==> config.mk <==
export PLATFORM = sky130hd
export DESIGN_NAME = k_combination_enumerator_unit_flat
export DESIGN_NICKNAME = d
export VERILOG_FILES = /design/src/design/kce_pkg.sv /design/src/design/kce_req_if.sv /design/src/design/kce_rsp_if.sv /design/src/design/k_combination_enumerator_unit.sv /design/src/flat_wrapper.sv
export SDC_FILE = /design/constraint.sdc
export NUM_CORES = 1
export LEC_CHECK = 0
export BUFFER_PORTS_ARGS = -buffer_cell sky130_fd_sc_hd__clkbuf_2
export CORE_MARGIN = 2
export CORE_UTILIZATION = 45
export CTS_BUF_LIST = sky130_fd_sc_hd__clkbuf_8
export CTS_CLUSTER_DIAMETER = 150
export CTS_CLUSTER_SIZE = 20
export DETAILED_ROUTE_END_ITERATION = 10
export GPL_TIMING_DRIVEN = 0
export PLACE_DENSITY = 0.75
export SLEW_MARGIN = 20
export SYNTH_ARGS = -nofsm -noshare
export SYNTH_HDL_FRONTEND = slang
export SYNTH_SLANG_ARGS = --single-unit
==> constraint.sdc <==
create_clock -name clock -period 4.85 [get_ports clock]
set_input_delay 0.7275 -clock clock [delete_from_list [all_inputs] [get_ports clock]]
set_output_delay 0.7275 -clock clock [all_outputs]
set_load 0.05 [all_outputs]
==> src/design/kce_pkg.sv <==
// Shared constants and types for the k-combination enumerator.
`timescale 1ns / 1ps

package kce_pkg;

   // Field widths fixed by the register map and the result format.
   localparam int SET_SIZE_W      = 7;
   localparam int PICK_COUNT_W    = 5;
   localparam int ELEMENT_INDEX_W = 7;

   // Configuration port geometry.
   localparam int CSR_ADDR_W = 3;
   localparam int CSR_DATA_W = 32;

   // Register reset values.
   localparam logic [SET_SIZE_W-1:0]   SET_SIZE_RESET   = 7'd6;
   localparam logic [PICK_COUNT_W-1:0] PICK_COUNT_RESET = 5'd4;

   // Default sizing of the position store and the element range.
   localparam int MAX_PICK_DEFAULT = 16;
   localparam int MAX_SET_DEFAULT  = 64;

   // Register index, taken from the word address.
   typedef enum logic {
      REG_SET_SIZE   = 1'b0,
      REG_PICK_COUNT = 1'b1
   } reg_index_type;

endpackage

==> src/design/kce_req_if.sv <==
// Request channel: valid/ready handshake carrying the restart flag.
`timescale 1ns / 1ps

interface kce_req_if;
   logic valid;
   logic ready;
   logic restart;

   modport source (output valid, output restart, input ready);
   modport sink   (input valid, input restart, output ready);
endinterface

==> src/design/kce_rsp_if.sv <==
// Result channel: valid/ready handshake carrying one element of a combination.
`timescale 1ns / 1ps

interface kce_rsp_if;
   import kce_pkg::*;

   logic                       valid;
   logic                       ready;
   logic [ELEMENT_INDEX_W-1:0] element_index;
   logic                       run_last;
   logic                       final_combination;
   logic                       exhausted;

   modport source (output valid, output element_index, output run_last,
                   output final_combination, output exhausted, input ready);
   modport sink   (input valid, input element_index, input run_last,
                   input final_combination, input exhausted, output ready);
endinterface

==> src/design/k_combination_enumerator_unit.sv <==
// Top level of the lexicographic k-combination enumerator.
`timescale 1ns / 1ps

// Each accepted request returns the current k-subset of {1..n} as k result
// transfers in increasing order, the last one marked with run_last, and then
// steps to the next subset in lexicographic order. The positions live in a
// small register store with one read and one write port, and a sequencer walks
// a single index over it: it loads 1..k (first request, restart or after a
// register write), scans from the right for the pivot, emits the subset, and
// then increments the pivot and refills the later positions. Any stall on the
// result side holds the emit and exhaustion steps; a request that can only
// report exhaustion returns one exhausted transfer. The request side is ready
// only while the sequencer is idle. Registers set_size (byte address 0) and
// pick_count (byte address 4) read back as written but are used saturated at
// MAX_SET and MAX_PICK, and writing either restarts the enumeration.
module k_combination_enumerator_unit #(
   parameter int MAX_PICK = kce_pkg::MAX_PICK_DEFAULT,
   parameter int MAX_SET  = kce_pkg::MAX_SET_DEFAULT
) (
   input  logic                                  clock,
   input  logic                                  reset,
   kce_req_if.sink                               req_in,
   kce_rsp_if.source                             rsp_out,
   input  logic                                  csr_psel,
   input  logic                                  csr_penable,
   input  logic                                  csr_pwrite,
   input  logic [kce_pkg::CSR_ADDR_W-1:0]        csr_paddr,
   input  logic [kce_pkg::CSR_DATA_W-1:0]        csr_pwdata,
   output logic [kce_pkg::CSR_DATA_W-1:0]        csr_prdata,
   output logic                                  csr_pready
);
   import kce_pkg::*;

   localparam int IW = (MAX_PICK > 1) ? $clog2(MAX_PICK) : 1;
   localparam int PW = $clog2(MAX_SET + 1);
   localparam int KW = $clog2(MAX_PICK + 1);

   typedef enum logic [5:0] {
      ST_IDLE = 6'b000001,
      ST_LOAD = 6'b000010,
      ST_SCAN = 6'b000100,
      ST_EMIT = 6'b001000,
      ST_ADV  = 6'b010000,
      ST_EXH  = 6'b100000
   } state_type;

   state_type                   state_ff, state_in;
   logic [IW-1:0]               idx_ff, idx_in;
   logic [IW-1:0]               pivot_ff, pivot_in;
   logic                        last_ff, last_in;
   logic [PW-1:0]               run_ff, run_in;
   logic                        fresh_ff, fresh_in;
   logic                        finished_ff, finished_in;
   logic [SET_SIZE_W-1:0]       set_size_ff, set_size_in;
   logic [PICK_COUNT_W-1:0]     pick_count_ff, pick_count_in;

   logic                        out_valid_ff, out_valid_in;
   logic [ELEMENT_INDEX_W-1:0]  out_index_ff, out_index_in;
   logic                        out_run_last_ff, out_run_last_in;
   logic                        out_final_ff, out_final_in;
   logic                        out_exhausted_ff, out_exhausted_in;

   logic [PW-1:0]               positions [MAX_PICK];
   logic                        mem_we;
   logic [PW-1:0]               mem_wd;
   logic [PW-1:0]               rd;

   logic [PW-1:0]               n_val;
   logic [KW-1:0]               k_val;
   logic                        bad_pick;
   logic [IW-1:0]               k_last;
   logic [PW-1:0]               limit;
   logic                        slot_free;
   logic                        load_out;
   logic                        cfg_we;
   reg_index_type               cfg_reg;

   // Saturated view of the registers.
   assign n_val = (32'(set_size_ff) > 32'(MAX_SET)) ? PW'(MAX_SET) : PW'(set_size_ff);
   assign k_val = (32'(pick_count_ff) > 32'(MAX_PICK)) ? KW'(MAX_PICK) : KW'(pick_count_ff);
   assign bad_pick = (k_val == '0) || (32'(k_val) > 32'(n_val));
   assign k_last   = IW'(32'(k_val) - 32'd1);

   // Limit of the position under the cursor: n - k + (idx + 1).
   assign limit = PW'(32'(n_val) - 32'(k_val) + 32'(idx_ff) + 32'd1);

   assign rd        = positions[idx_ff];
   assign slot_free = !out_valid_ff || rsp_out.ready;

   assign cfg_we  = csr_psel && csr_penable && csr_pwrite;
   assign cfg_reg = reg_index_type'(csr_paddr[2]);

   assign csr_pready = 1'b1;

   always_comb begin
      unique case (cfg_reg)
         REG_SET_SIZE:   csr_prdata = CSR_DATA_W'(set_size_ff);
         REG_PICK_COUNT: csr_prdata = CSR_DATA_W'(pick_count_ff);
         default:        csr_prdata = '0;
      endcase
   end

   always_comb begin
      state_in         = state_ff;
      idx_in           = idx_ff;
      pivot_in         = pivot_ff;
      last_in          = last_ff;
      run_in           = run_ff;
      fresh_in         = fresh_ff;
      finished_in      = finished_ff;
      set_size_in      = set_size_ff;
      pick_count_in    = pick_count_ff;
      mem_we           = 1'b0;
      mem_wd           = '0;
      load_out         = 1'b0;
      out_index_in     = out_index_ff;
      out_run_last_in  = out_run_last_ff;
      out_final_in     = out_final_ff;
      out_exhausted_in = out_exhausted_ff;
      req_in.ready     = 1'b0;

      unique case (state_ff)
         ST_IDLE: begin
            req_in.ready = 1'b1;
            if (req_in.valid) begin
               if (bad_pick) begin
                  state_in = ST_EXH;
               end else if (req_in.restart || fresh_ff) begin
                  state_in    = ST_LOAD;
                  idx_in      = '0;
                  fresh_in    = 1'b0;
                  finished_in = 1'b0;
               end else if (finished_ff) begin
                  state_in = ST_EXH;
               end else begin
                  state_in = ST_SCAN;
                  idx_in   = k_last;
               end
            end
         end
         ST_LOAD: begin
            mem_we = 1'b1;
            mem_wd = PW'(32'(idx_ff) + 32'd1);
            if (idx_ff == k_last) begin
               state_in = ST_SCAN;
            end else begin
               idx_in = idx_ff + IW'(1);
            end
         end
         ST_SCAN: begin
            // Walk from the right until a position sits below its limit.
            if (rd != limit) begin
               pivot_in = idx_ff;
               last_in  = 1'b0;
               state_in = ST_EMIT;
               idx_in   = '0;
            end else if (idx_ff == '0) begin
               last_in  = 1'b1;
               state_in = ST_EMIT;
            end else begin
               idx_in = idx_ff - IW'(1);
            end
         end
         ST_EMIT: begin
            if (slot_free) begin
               load_out         = 1'b1;
               out_index_in     = ELEMENT_INDEX_W'(rd);
               out_run_last_in  = (idx_ff == k_last);
               out_final_in     = last_ff;
               out_exhausted_in = 1'b0;
               if (idx_ff == k_last) begin
                  if (last_ff) begin
                     finished_in = 1'b1;
                     state_in    = ST_IDLE;
                  end else begin
                     state_in = ST_ADV;
                     idx_in   = pivot_ff;
                  end
               end else begin
                  idx_in = idx_ff + IW'(1);
               end
            end
         end
         ST_ADV: begin
            // The pivot is incremented, every later position follows on by one.
            mem_we = 1'b1;
            mem_wd = (idx_ff == pivot_ff) ? rd + PW'(1) : run_ff + PW'(1);
            run_in = mem_wd;
            if (idx_ff == k_last) begin
               state_in = ST_IDLE;
            end else begin
               idx_in = idx_ff + IW'(1);
            end
         end
         ST_EXH: begin
            if (slot_free) begin
               load_out         = 1'b1;
               out_index_in     = '0;
               out_run_last_in  = 1'b1;
               out_final_in     = 1'b0;
               out_exhausted_in = 1'b1;
               state_in         = ST_IDLE;
            end
         end
         default: begin
            state_in = ST_IDLE;
         end
      endcase

      if (cfg_we) begin
         unique case (cfg_reg)
            REG_SET_SIZE:   set_size_in   = csr_pwdata[SET_SIZE_W-1:0];
            REG_PICK_COUNT: pick_count_in = csr_pwdata[PICK_COUNT_W-1:0];
            default:        set_size_in   = set_size_ff;
         endcase
         fresh_in    = 1'b1;
         finished_in = 1'b0;
      end

      if (load_out) begin
         out_valid_in = 1'b1;
      end else if (rsp_out.ready) begin
         out_valid_in = 1'b0;
      end else begin
         out_valid_in = out_valid_ff;
      end
   end

   always_ff @(posedge clock) begin
      if (reset) begin
         state_ff      <= ST_IDLE;
         idx_ff        <= '0;
         pivot_ff      <= '0;
         last_ff       <= 1'b0;
         fresh_ff      <= 1'b1;
         finished_ff   <= 1'b0;
         set_size_ff   <= SET_SIZE_RESET;
         pick_count_ff <= PICK_COUNT_RESET;
         out_valid_ff  <= 1'b0;
      end else begin
         state_ff      <= state_in;
         idx_ff        <= idx_in;
         pivot_ff      <= pivot_in;
         last_ff       <= last_in;
         fresh_ff      <= fresh_in;
         finished_ff   <= finished_in;
         set_size_ff   <= set_size_in;
         pick_count_ff <= pick_count_in;
         out_valid_ff  <= out_valid_in;
      end
   end

   always_ff @(posedge clock) begin
      run_ff           <= run_in;
      out_index_ff     <= out_index_in;
      out_run_last_ff  <= out_run_last_in;
      out_final_ff     <= out_final_in;
      out_exhausted_ff <= out_exhausted_in;
      if (mem_we) begin
         positions[idx_ff] <= mem_wd;
      end
   end

   assign rsp_out.valid             = out_valid_ff;
   assign rsp_out.element_index     = out_index_ff;
   assign rsp_out.run_last          = out_run_last_ff;
   assign rsp_out.final_combination = out_final_ff;
   assign rsp_out.exhausted         = out_exhausted_ff;

endmodule

==> src/flat_wrapper.sv <==
// flat-port wrapper written by rule: the top's interface ports become plain ports
module k_combination_enumerator_unit_flat import kce_pkg::*;
#(
   parameter int MAX_PICK = kce_pkg::MAX_PICK_DEFAULT,
   parameter int MAX_SET  = kce_pkg::MAX_SET_DEFAULT
)
  (clock, reset, csr_psel, csr_penable, csr_pwrite, csr_paddr, csr_pwdata, csr_prdata, csr_pready, req_in_valid, req_in_restart, req_in_ready, rsp_out_valid, rsp_out_element_index, rsp_out_run_last, rsp_out_final_combination, rsp_out_exhausted, rsp_out_ready);
  kce_req_if req_in_i ();
  kce_rsp_if rsp_out_i ();
  input  logic clock;
  input  logic reset;
  input  logic csr_psel;
  input  logic csr_penable;
  input  logic csr_pwrite;
  input  logic [kce_pkg::CSR_ADDR_W-1:0] csr_paddr;
  input  logic [kce_pkg::CSR_DATA_W-1:0] csr_pwdata;
  output logic [kce_pkg::CSR_DATA_W-1:0] csr_prdata;
  output logic csr_pready;
  input wire logic [$bits(req_in_i.valid)-1:0] req_in_valid;
  input wire logic [$bits(req_in_i.restart)-1:0] req_in_restart;
  output wire logic [$bits(req_in_i.ready)-1:0] req_in_ready;
  output wire logic [$bits(rsp_out_i.valid)-1:0] rsp_out_valid;
  output wire logic [$bits(rsp_out_i.element_index)-1:0] rsp_out_element_index;
  output wire logic [$bits(rsp_out_i.run_last)-1:0] rsp_out_run_last;
  output wire logic [$bits(rsp_out_i.final_combination)-1:0] rsp_out_final_combination;
  output wire logic [$bits(rsp_out_i.exhausted)-1:0] rsp_out_exhausted;
  input wire logic [$bits(rsp_out_i.ready)-1:0] rsp_out_ready;
  assign req_in_i.valid = req_in_valid;
  assign req_in_i.restart = req_in_restart;
  assign req_in_ready = req_in_i.ready;
  assign rsp_out_valid = rsp_out_i.valid;
  assign rsp_out_element_index = rsp_out_i.element_index;
  assign rsp_out_run_last = rsp_out_i.run_last;
  assign rsp_out_final_combination = rsp_out_i.final_combination;
  assign rsp_out_exhausted = rsp_out_i.exhausted;
  assign rsp_out_i.ready = rsp_out_ready;
  k_combination_enumerator_unit #(.MAX_PICK(MAX_PICK), .MAX_SET(MAX_SET)) u_core (.clock(clock), .reset(reset), .req_in(req_in_i), .rsp_out(rsp_out_i), .csr_psel(csr_psel), .csr_penable(csr_penable), .csr_pwrite(csr_pwrite), .csr_paddr(csr_paddr), .csr_pwdata(csr_pwdata), .csr_prdata(csr_prdata), .csr_pready(csr_pready));
endmodule
* After elaboration in Yosys (flattened, before gate mapping)
Memories as Yosys holds them, arrays and structs flattened. A register that Yosys moved wholly into a read port is not among the register bits.
Index checks and enable logic that the tools add are counted.
** Word-level totals
- Register bits :: 47
- RAM bits :: 112
- Input bits :: 43
- Output and inout bits :: 45
- Logic and storage cells :: 135
- Memories kept :: 1
** Operators by class
- $add $sub $neg :: 9
- Order comparisons :: 3
- Equality and inequality tests :: 23
- Multiplexer cells :: 58
- Bitwise operators :: 2
- Reduce and logical (&&, ||, !) cells :: 25
** Memories
- u_core.positions :: depth 16, width 7, read ports 1, clocked after Yosys merged registers in 1, wr ports 1, line k_combination_enumerator_unit.sv:63 : logic [PW-1:0] positions [MAX_PICK];
** Operator list (count)
- 6-bit 2-to-1 mux :: 11
- 32-bit case mux with 2 select lines :: 1
- 4-bit 2-to-1 mux :: 12
- 6-bit case mux with 6 select lines :: 1
- 7-bit 2-to-1 mux :: 4
- 7-bit case mux with 2 select lines :: 2
- 7-bit by 1-bit adder with 7-bit output, second input constant :: 3
- 1-bit 2-to-1 mux :: 20
- 4-bit case mux with 4 select lines :: 1
- 2-bit by 1-bit != test with 1-bit output, second input constant :: 7
- 7-bit AND reduction :: 2
- 5-bit 2-to-1 mux :: 2
- 4-bit equality test :: 2
- 1-bit case mux with 2 select lines :: 4
- 2-bit AND reduction :: 4
- 8-bit AND reduction :: 1
- 2-bit nonzero test :: 4
- 4-bit by 1-bit subtractor with 4-bit output, second input constant :: 2
- 7-bit by 4-bit adder with 7-bit output :: 1
- 5-bit by 7-bit > comparator with 1-bit output :: 1
- 7-bit > comparator, second input constant :: 1
- 7-bit != test :: 1
- 7-bit by 5-bit subtractor with 7-bit output :: 1
- 6-bit by 1-bit equality test with 1-bit output, second input constant :: 1
- 22 further kinds :: 31

* Longest topological paths before layout
Gate-level depths: netlist of run 1.
- Word-level depth :: 10
- Depth in mapped cells :: 16
- Gate-level depth less buffers :: 15

* Worst setup path before layout of run 1
OpenSTA, ideal clock, no wires.
- Path kind :: reg2reg
- Start :: register u_core.pick_count_ff[4]
- End :: register with a tool-made name
- Library setup time :: 95 ps
- Arrival :: 4293 ps
- Data required time :: 4755 ps
- Setup slack :: 461 ps
- Cell stages (with the launch flop) :: 17
- Path buffers :: 2
- Period minus slack after synthesis :: 4389 ps
- Path through :: dfxtp_1 > clkbuf_1 > inv_1 > nand2_1 > fa_1 > inv_1 > ha_1 > or2_2 > fa_1 > xor2_1 > nand3_1 > and3b_1 > or4_1 > buf_2 > or4_4 > a211o_1 > a221oi_1
** RTL lines
- start: declaration :: line k_combination_enumerator_unit.sv:55 : logic [PICK_COUNT_W-1:0] pick_count_ff, pick_count_in;
- start signal: assignment :: line k_combination_enumerator_unit.sv:248 : pick_count_ff <= pick_count_in;

==> results of run 1 <==
worst max-delay path by stage:
stage / from / endpoint
floorplan: u_core.pick_count_ff[4] / register
global placement: u_core.pick_count_ff[4] / register
detailed placement: u_core.pick_count_ff[4] / register
CTS: u_core.set_size_ff[6] / register
global route: u_core.pick_count_ff[0] / register
finish: u_core.pick_count_ff[0] / register
placed cells by master (no fill, tap or decap), types with 8 or more instances in the layout:
cell	Yosys	routed
nand2b_1	16	16
xor2_1	13	12
inv_1	24	23
dfxtp_1	34	32
mux2i_1	34	34
nor2_1	41	41
mux4_2	20	20
o21ai_0	18	15
and2_1	9	9
clkbuf_2	0	34
ha_1	24	24
xnor2_1	8	8
edfxtp_1	129	129
nor4_1	10	9
clkbuf_1	18	15
nand3_1	17	17
a21oi_1	27	27
a22oi_1	15	15
nor2b_1	16	16
buf_4	27	29
conb_1	2	26
nand2_1	39	38
clkbuf_8	0	17
routing by layer:
| metal | vias up | share of wire (%) |
|---|---|---|
| met5 | - | 0 |
| met4 | 0 | 2.0 |
| met3 | 32 | 7.2 |
| met2 | 242 | 48 |
| met1 | 2758 | 43 |
| li1 | 2610 | - |
per-stage QoR:
stage          util, %  std cells  setup slack (ps)  instance area (um^2)
6_report          51.4        983               143                  9270
5_1_grt           51.4        983              31.1                  9270
4_1_cts           51.3        985              10.5                  9250
3_5_place_dp      49.1        954              -214                  8850
3_3_place_gp      48.9        952              -125                  8810
2_1_floorplan        -        690               461                  8360
repair_timing:
item / in CTS / in global routing
resized for setup: 3 / 5
endpoints found under the setup margin: 8 / 12
pin swaps: 1 / 0
Yosys cell counts, drive strengths merged, types with 13 or more instances:
cell type / n / area, um^2
clkbuf: 18 / 67.6
nand2b: 16 / 100
mux2i: 34 / 340
nand2: 39 / 146
ha: 24 / 300
a22oi: 16 / 125
dfxtp: 34 / 681
xor2: 13 / 114
buf: 36 / 265
o21ai: 19 / 95.1
nand3: 17 / 85.1
nor2b: 17 / 109
inv: 24 / 90.1
a21oi: 27 / 135
mux4: 20 / 450
edfxtp: 129 / 3870
nor2: 41 / 154
worst max-delay path, stage by stage, from the launching register on:
cell      delay (ps)
dfxtp_1          480
nand2_2          180
fa_1             600
inv_1             50
ha_1             180
or2_2            310
fa_1             430
xor2_2           260
nand3_1          110
and3b_1          180
or4_1            470
buf_2            180
or4_4            530
a211o_1          310
a221oi_1         310
registers in the layout (all words and copies together) (netlist names), named ones only:
name and flops:
u_core.positions 112, u_core.rsp_out.element_index 7, u_core.run_ff 7, u_core.set_size_ff 7, u_core.state_ff 6, u_core.pick_count_ff 5
u_core.idx_ff 4, u_core.pivot_ff 4, u_core.finished_ff 1, u_core.fresh_ff 1, u_core.last_ff 1, u_core.rsp_out.exhausted 1
u_core.rsp_out.final_combination 1, u_core.rsp_out.run_last 1, u_core.rsp_out.valid 1
power by group:
| part | internal, mW | switching (mW) | leakage, nW |
|---|---|---|---|
| combinational | 0.908 | 1.52 | 1.69 |
| clock | 0.433 | 0.569 | 0.201 |
| sequential | 1.64 | 0.0692 | 1.40 |
| total | 2.98 | 2.16 | 3.29 |
logic make-up after synthesis:
family,after synthesis
mux,61
xor+xnor,22
other cells,2
simple gates,198
fa+ha+maj,28
buf+inv,80
compound gates,112
flops,163
final cells by class:
class / instances / area [um^2] / share of cell area, %
Sequential cell: 163 / 4560 / 49.2
Multi-Input combinational cell: 447 / 3430 / 37.0
Buffer: 51 / 323 / 3.48
Tap cell: 229 / 287 / 3.09
Clock buffer: 17 / 234 / 2.52
Timing Repair Buffer: 35 / 180 / 1.94
Clock inverter: 15 / 161 / 1.74
Inverter: 26 / 97.6 / 1.05
==> results.toml, run 1 <==
[final_layout]
fillers = 1560
area_growth_syn_to_layout_pct = 12.1
diodes = 0
nets = 812
drive_gt1_share_pct = 20.2

[sta]
finClkSkew_ps = 13.7
fin_crit_ps = 4710
tns_ps = 0
rsz0062_at_grt = "false"
max-slew-margin-rel_pct = 32.0
hold_viol = 0
worst_slew_pin_slew_ps = 1010
max_freq_mhz = 212
setup_viol = 0
hold_ws_ps = 466
drv_slew = 0
fin_crit_sh_pct = 97.0

[floorplan]
core-area_um2 = 18000
die_h_um = 140
fp.dieW_um = 140
rows = 49
fp.dieArea_um2 = 19500
start_util_pct = 45.9
num_io_pins = 88

[placement]
gp_congestion = 0.868
dp_hpwl_um = 13200
port-buffer-count = 33

[critical_path]
reg2reg_depth = 14
worstPathRequired_ps = 5210
critPathMaxFanout = 7
worst_ep_arrival_time_ps = 5070
critPathKind = "register to register"
cp-end-kind = "register"
r2r_slack_ps = 140
r2r-start = "u_core.pick_count_ff[0]"
start_kind = "register"

[synthesis]
synth-simple-area-share_pct = 12.9
synth-seq-area-share_pct = 55.1
synth_edf_count = 129
syn_area_um2 = 8270
synth_top_family_by_area = "simple AND/OR/NAND/NOR gates"
synth_warnings = 0
ys.flop_type = "edfxtp_1"
syn_area_per_cell_um2 = 12.4
synthXorXnorAreaFrac_pct = 2.42
synthAdderAreaFrac_pct = 4.60
synthArstFlopShare_pct = 0
synth_cells = 666
yosys_register_bits = 163
synth_mux_area_share_pct = 10.5
ys_types = 66
synth_compound_area_share_pct = 9.21

[outcome]
run_status = "finished, final reports clean"

[clocking]
cts_hold_buf = 0
worstSkewPairLatency_ps = 470
cts_setup_buffers = 0
clk_pin_slew_ps = 90
cts_tree = "built"
cts_buffer_depth = 2
cts.sinks = 163
cts.htree.levels = 4
numCtsBuffers = 17
cts-root-buf = "clkbuf_8"

[global_routing]
grt.overflow.total = 0
use_met3_pct = 3.54
antenna_found_initial = 0
grt_pass1_wl_um = 28500
grt_max_degree = 18
grt_use_total_pct = 19.1
grt_busiest_layer = "met2"
use_met1_pct = 26.4
grtUsageMet2_pct = 30.7
first_global_vias = 5230

[pwr]
power.total_mw = 5.14
max-vdd-ir-drop_v = 0.000302
power.density_nw_per_um2 = 554
p_leak_nw = 3.29

[min_path]
min_to = "u_core.set_size_ff[2]"
hold_start = "csr_pwdata[2]"
whs_path_depth = 2
hold_class = "input pin to register"

[detailed_routing]
drc_errors = 0
antenna_left = 0
drt_iter0_drc = 573
viasPerCell = 5.74
firstDrtPassIters = 5
vias = 5642
drt-wirelength-per-cell_um = 18.7
wirelength_um = 18400

[run]
drv_cap = 0
(Power assumes the default switching activity.)
==> run 2, diff against run 1 <==
--- a/config.mk
+++ b/config.mk
@@ -14,7 +14,8 @@
 export DETAILED_ROUTE_END_ITERATION = 10
 export GPL_TIMING_DRIVEN = 0
-export PLACE_DENSITY = 0.75
+export PLACE_DENSITY = 0.62
 export SLEW_MARGIN = 20
 export SYNTH_ARGS = -nofsm -noshare
 export SYNTH_HDL_FRONTEND = slang
 export SYNTH_SLANG_ARGS = --single-unit
+export TNS_END_PERCENT = 20
==> constraint.sdc (replaced) <==
create_clock -name clock -period 4.85 [get_ports clock]
set_input_delay 0.7275 -clock clock [delete_from_list [all_inputs] [get_ports clock]]
set_output_delay 0.7275 -clock clock [all_outputs]
set_load 0.1 [all_outputs]
==> run 2 against run 1 <==
Compared with the run above: non-clock buffer count unchanged; clock power decreased by 5%; worst hold slack improved by 11 ps; register-to-register slack better by 150 ps; setup slack improved by 150 ps; global-route usage grew 1.3 points; critical path type unchanged; largest cell class unchanged; largest power group unchanged.
==> results.toml, run 2 (synthesized netlist as in run 1, its figures left out) <==
[outcome]
run_status = "finished, final reports clean"

[final_layout]
diodes = 0
final_cell_mix = "edfxtp_1, nor2_1, nand2_1, mux2i_1, clkbuf_2"
drive_gt1_share_pct = 20.3
area_growth_syn_to_layout_pct = 12.0
largest_register_ffs = 112
mostFrequentLayoutCell = "edfxtp_1"
fillers = 1585
largest-register = "u_core.positions"
nets = 812

[sta]
rsz0062_at_grt = "false"
fin_crit_sh_pct = 93.9
drv_slew = 0
max-slew-margin-rel_pct = 33.6
fin_crit_ps = 4550
setup_viol = 0
finClkSkew_ps = 12.8
setup_ws_ps = 296
hold_viol = 0
tns_ps = 0
worst_slew_pin_slew_ps = 990
max_freq_mhz = 220

[global_routing]
grt_pass1_wl_um = 30500
first_global_vias = 5547
grt.overflow.total = 0
antenna_found_initial = 0
grt_max_degree = 17
grt_use_total_pct = 20.4

[detailed_routing]
drc_errors = 0
antenna_left = 0
viasPerCell = 5.70
vias = 5604
firstDrtPassIters = 6
drt-wirelength-per-cell_um = 19.8
drt_iter0_drc = 507
wirelength_um = 19400

[placement]
dpl_worst_slack_ps = -360
port-buffer-count = 33
gp_congestion = 0.915
dp_hpwl_um = 14000

[clocking]
clk_pin_slew_ps = 90
cts_buffer_depth = 2
worstSkewPairLatency_ps = 470
cts-root-buf = "clkbuf_8"
cts_tree = "built"
cts.sinks = 163
cts_setup_buffers = 0
cts_hold_buf = 0
cts.htree.levels = 4
numCtsBuffers = 17

[pwr]
p_leak_nw = 3.28
power.internal_mw = 2.97
max-vdd-ir-drop_v = 0.000309
p_switching_mw = 2.27
p_clk_share_pct = 18.2
switching_share_pct = 43.3
power.density_nw_per_um2 = 565
p_comb_share_pct = 49.1
seqPwrFrac_pct = 32.7

[floorplan]
fp.dieW_um = 140
fp.dieArea_um2 = 19500
num_io_pins = 88
die_h_um = 140
start_util_pct = 45.9
rows = 49
core-area_um2 = 18000

[min_path]
hold_class = "input pin to register"

[critical_path]
start_kind = "register"
cp-end-kind = "register"
critPathKind = "register to register"
worstPathRequired_ps = 5230
worst_ep_arrival_time_ps = 4930
critPathMaxFanout = 10

[run]
drv_cap = 0
-- run 2: path summary, 6_finish.rpt --
| path | startpoint | to | slack, ps | cells past startpoint |
|---|---|---|---|---|
| setup reg to reg | u_core.idx_ff[2] | u_core.idx_ff[3] | 300 | 13 |
| setup / recovery | u_core.idx_ff[2] | u_core.idx_ff[3] | 300 | 13 |
| hold reg to reg | u_core.fresh_ff | u_core.fresh_ff | 490 | 1 |
| hold / removal | csr_pwdata[2] | u_core.set_size_ff[2] | 480 | 2 |
-- run 2: layout make-up --
class | instances | area [um^2] | area share [%]
sequential | 163 | 4560 | 49.2
multi-input combinational | 447 | 3450 | 37.3
buffer | 51 | 323 | 3.49
tap | 229 | 287 | 3.09
clock buffer | 17 | 234 | 2.53
timing repair buffer | 35 | 180 | 1.95
clock inverter | 15 | 131 | 1.42
inverter | 26 | 97.6 | 1.05
-- run 2: worst max-delay path, cell delays in order (launching register included) --
cell and delay, ps:
dfxtp_1 560, buf_2 330, inv_1 190, fa_1 530, inv_1 40, ha_1 390, a21oi_1 230, a21oi_1 90
or3b_2 470, nand3_1 220, nand3_1 190, or4_4 630, a211o_1 320, a221oi_1 270
-- run 2: metrics by stage --
stage          util (%)  hold slack (ps)  instance area [um^2]  power, mW  cells
2_1_floorplan         -              437                  8360       3.59    690
3_3_place_gp       48.9              448                  8810       4.14    952
3_5_place_dp       49.1              457                  8860       4.20    954
4_1_cts            51.3              449                  9240       5.17    985
5_1_grt            51.4              481                  9260       5.52    983
6_report           51.4              478                  9260       5.24    983
-- run 2: metal layers --
layer	global-route usage, %	share of wire [%]	vias up
met5	0	0	-
met4	6.89	1.8	0
met3	3.23	5.7	26
met2	31.7	46	209
met1	29.5	47	2760
li1	-	-	2609
-- run 2: timing repair --
item | in CTS | in global routing
pin swaps | 1 | 1
setup endpoints to repair | 13 | 10
resized for setup | 7 | 5
-- run 2: power by group through the flow --
stage / Sequential (mW) / Combinational, mW / Clock, mW
CTS: 1.70 / 2.51 / 0.962
detailed placement: 1.73 / 2.47 / 0
finish: 1.71 / 2.57 / 0.954
floorplan: 1.73 / 1.86 / 0
global route: 1.72 / 2.79 / 1.02
global placement: 1.73 / 2.41 / 0
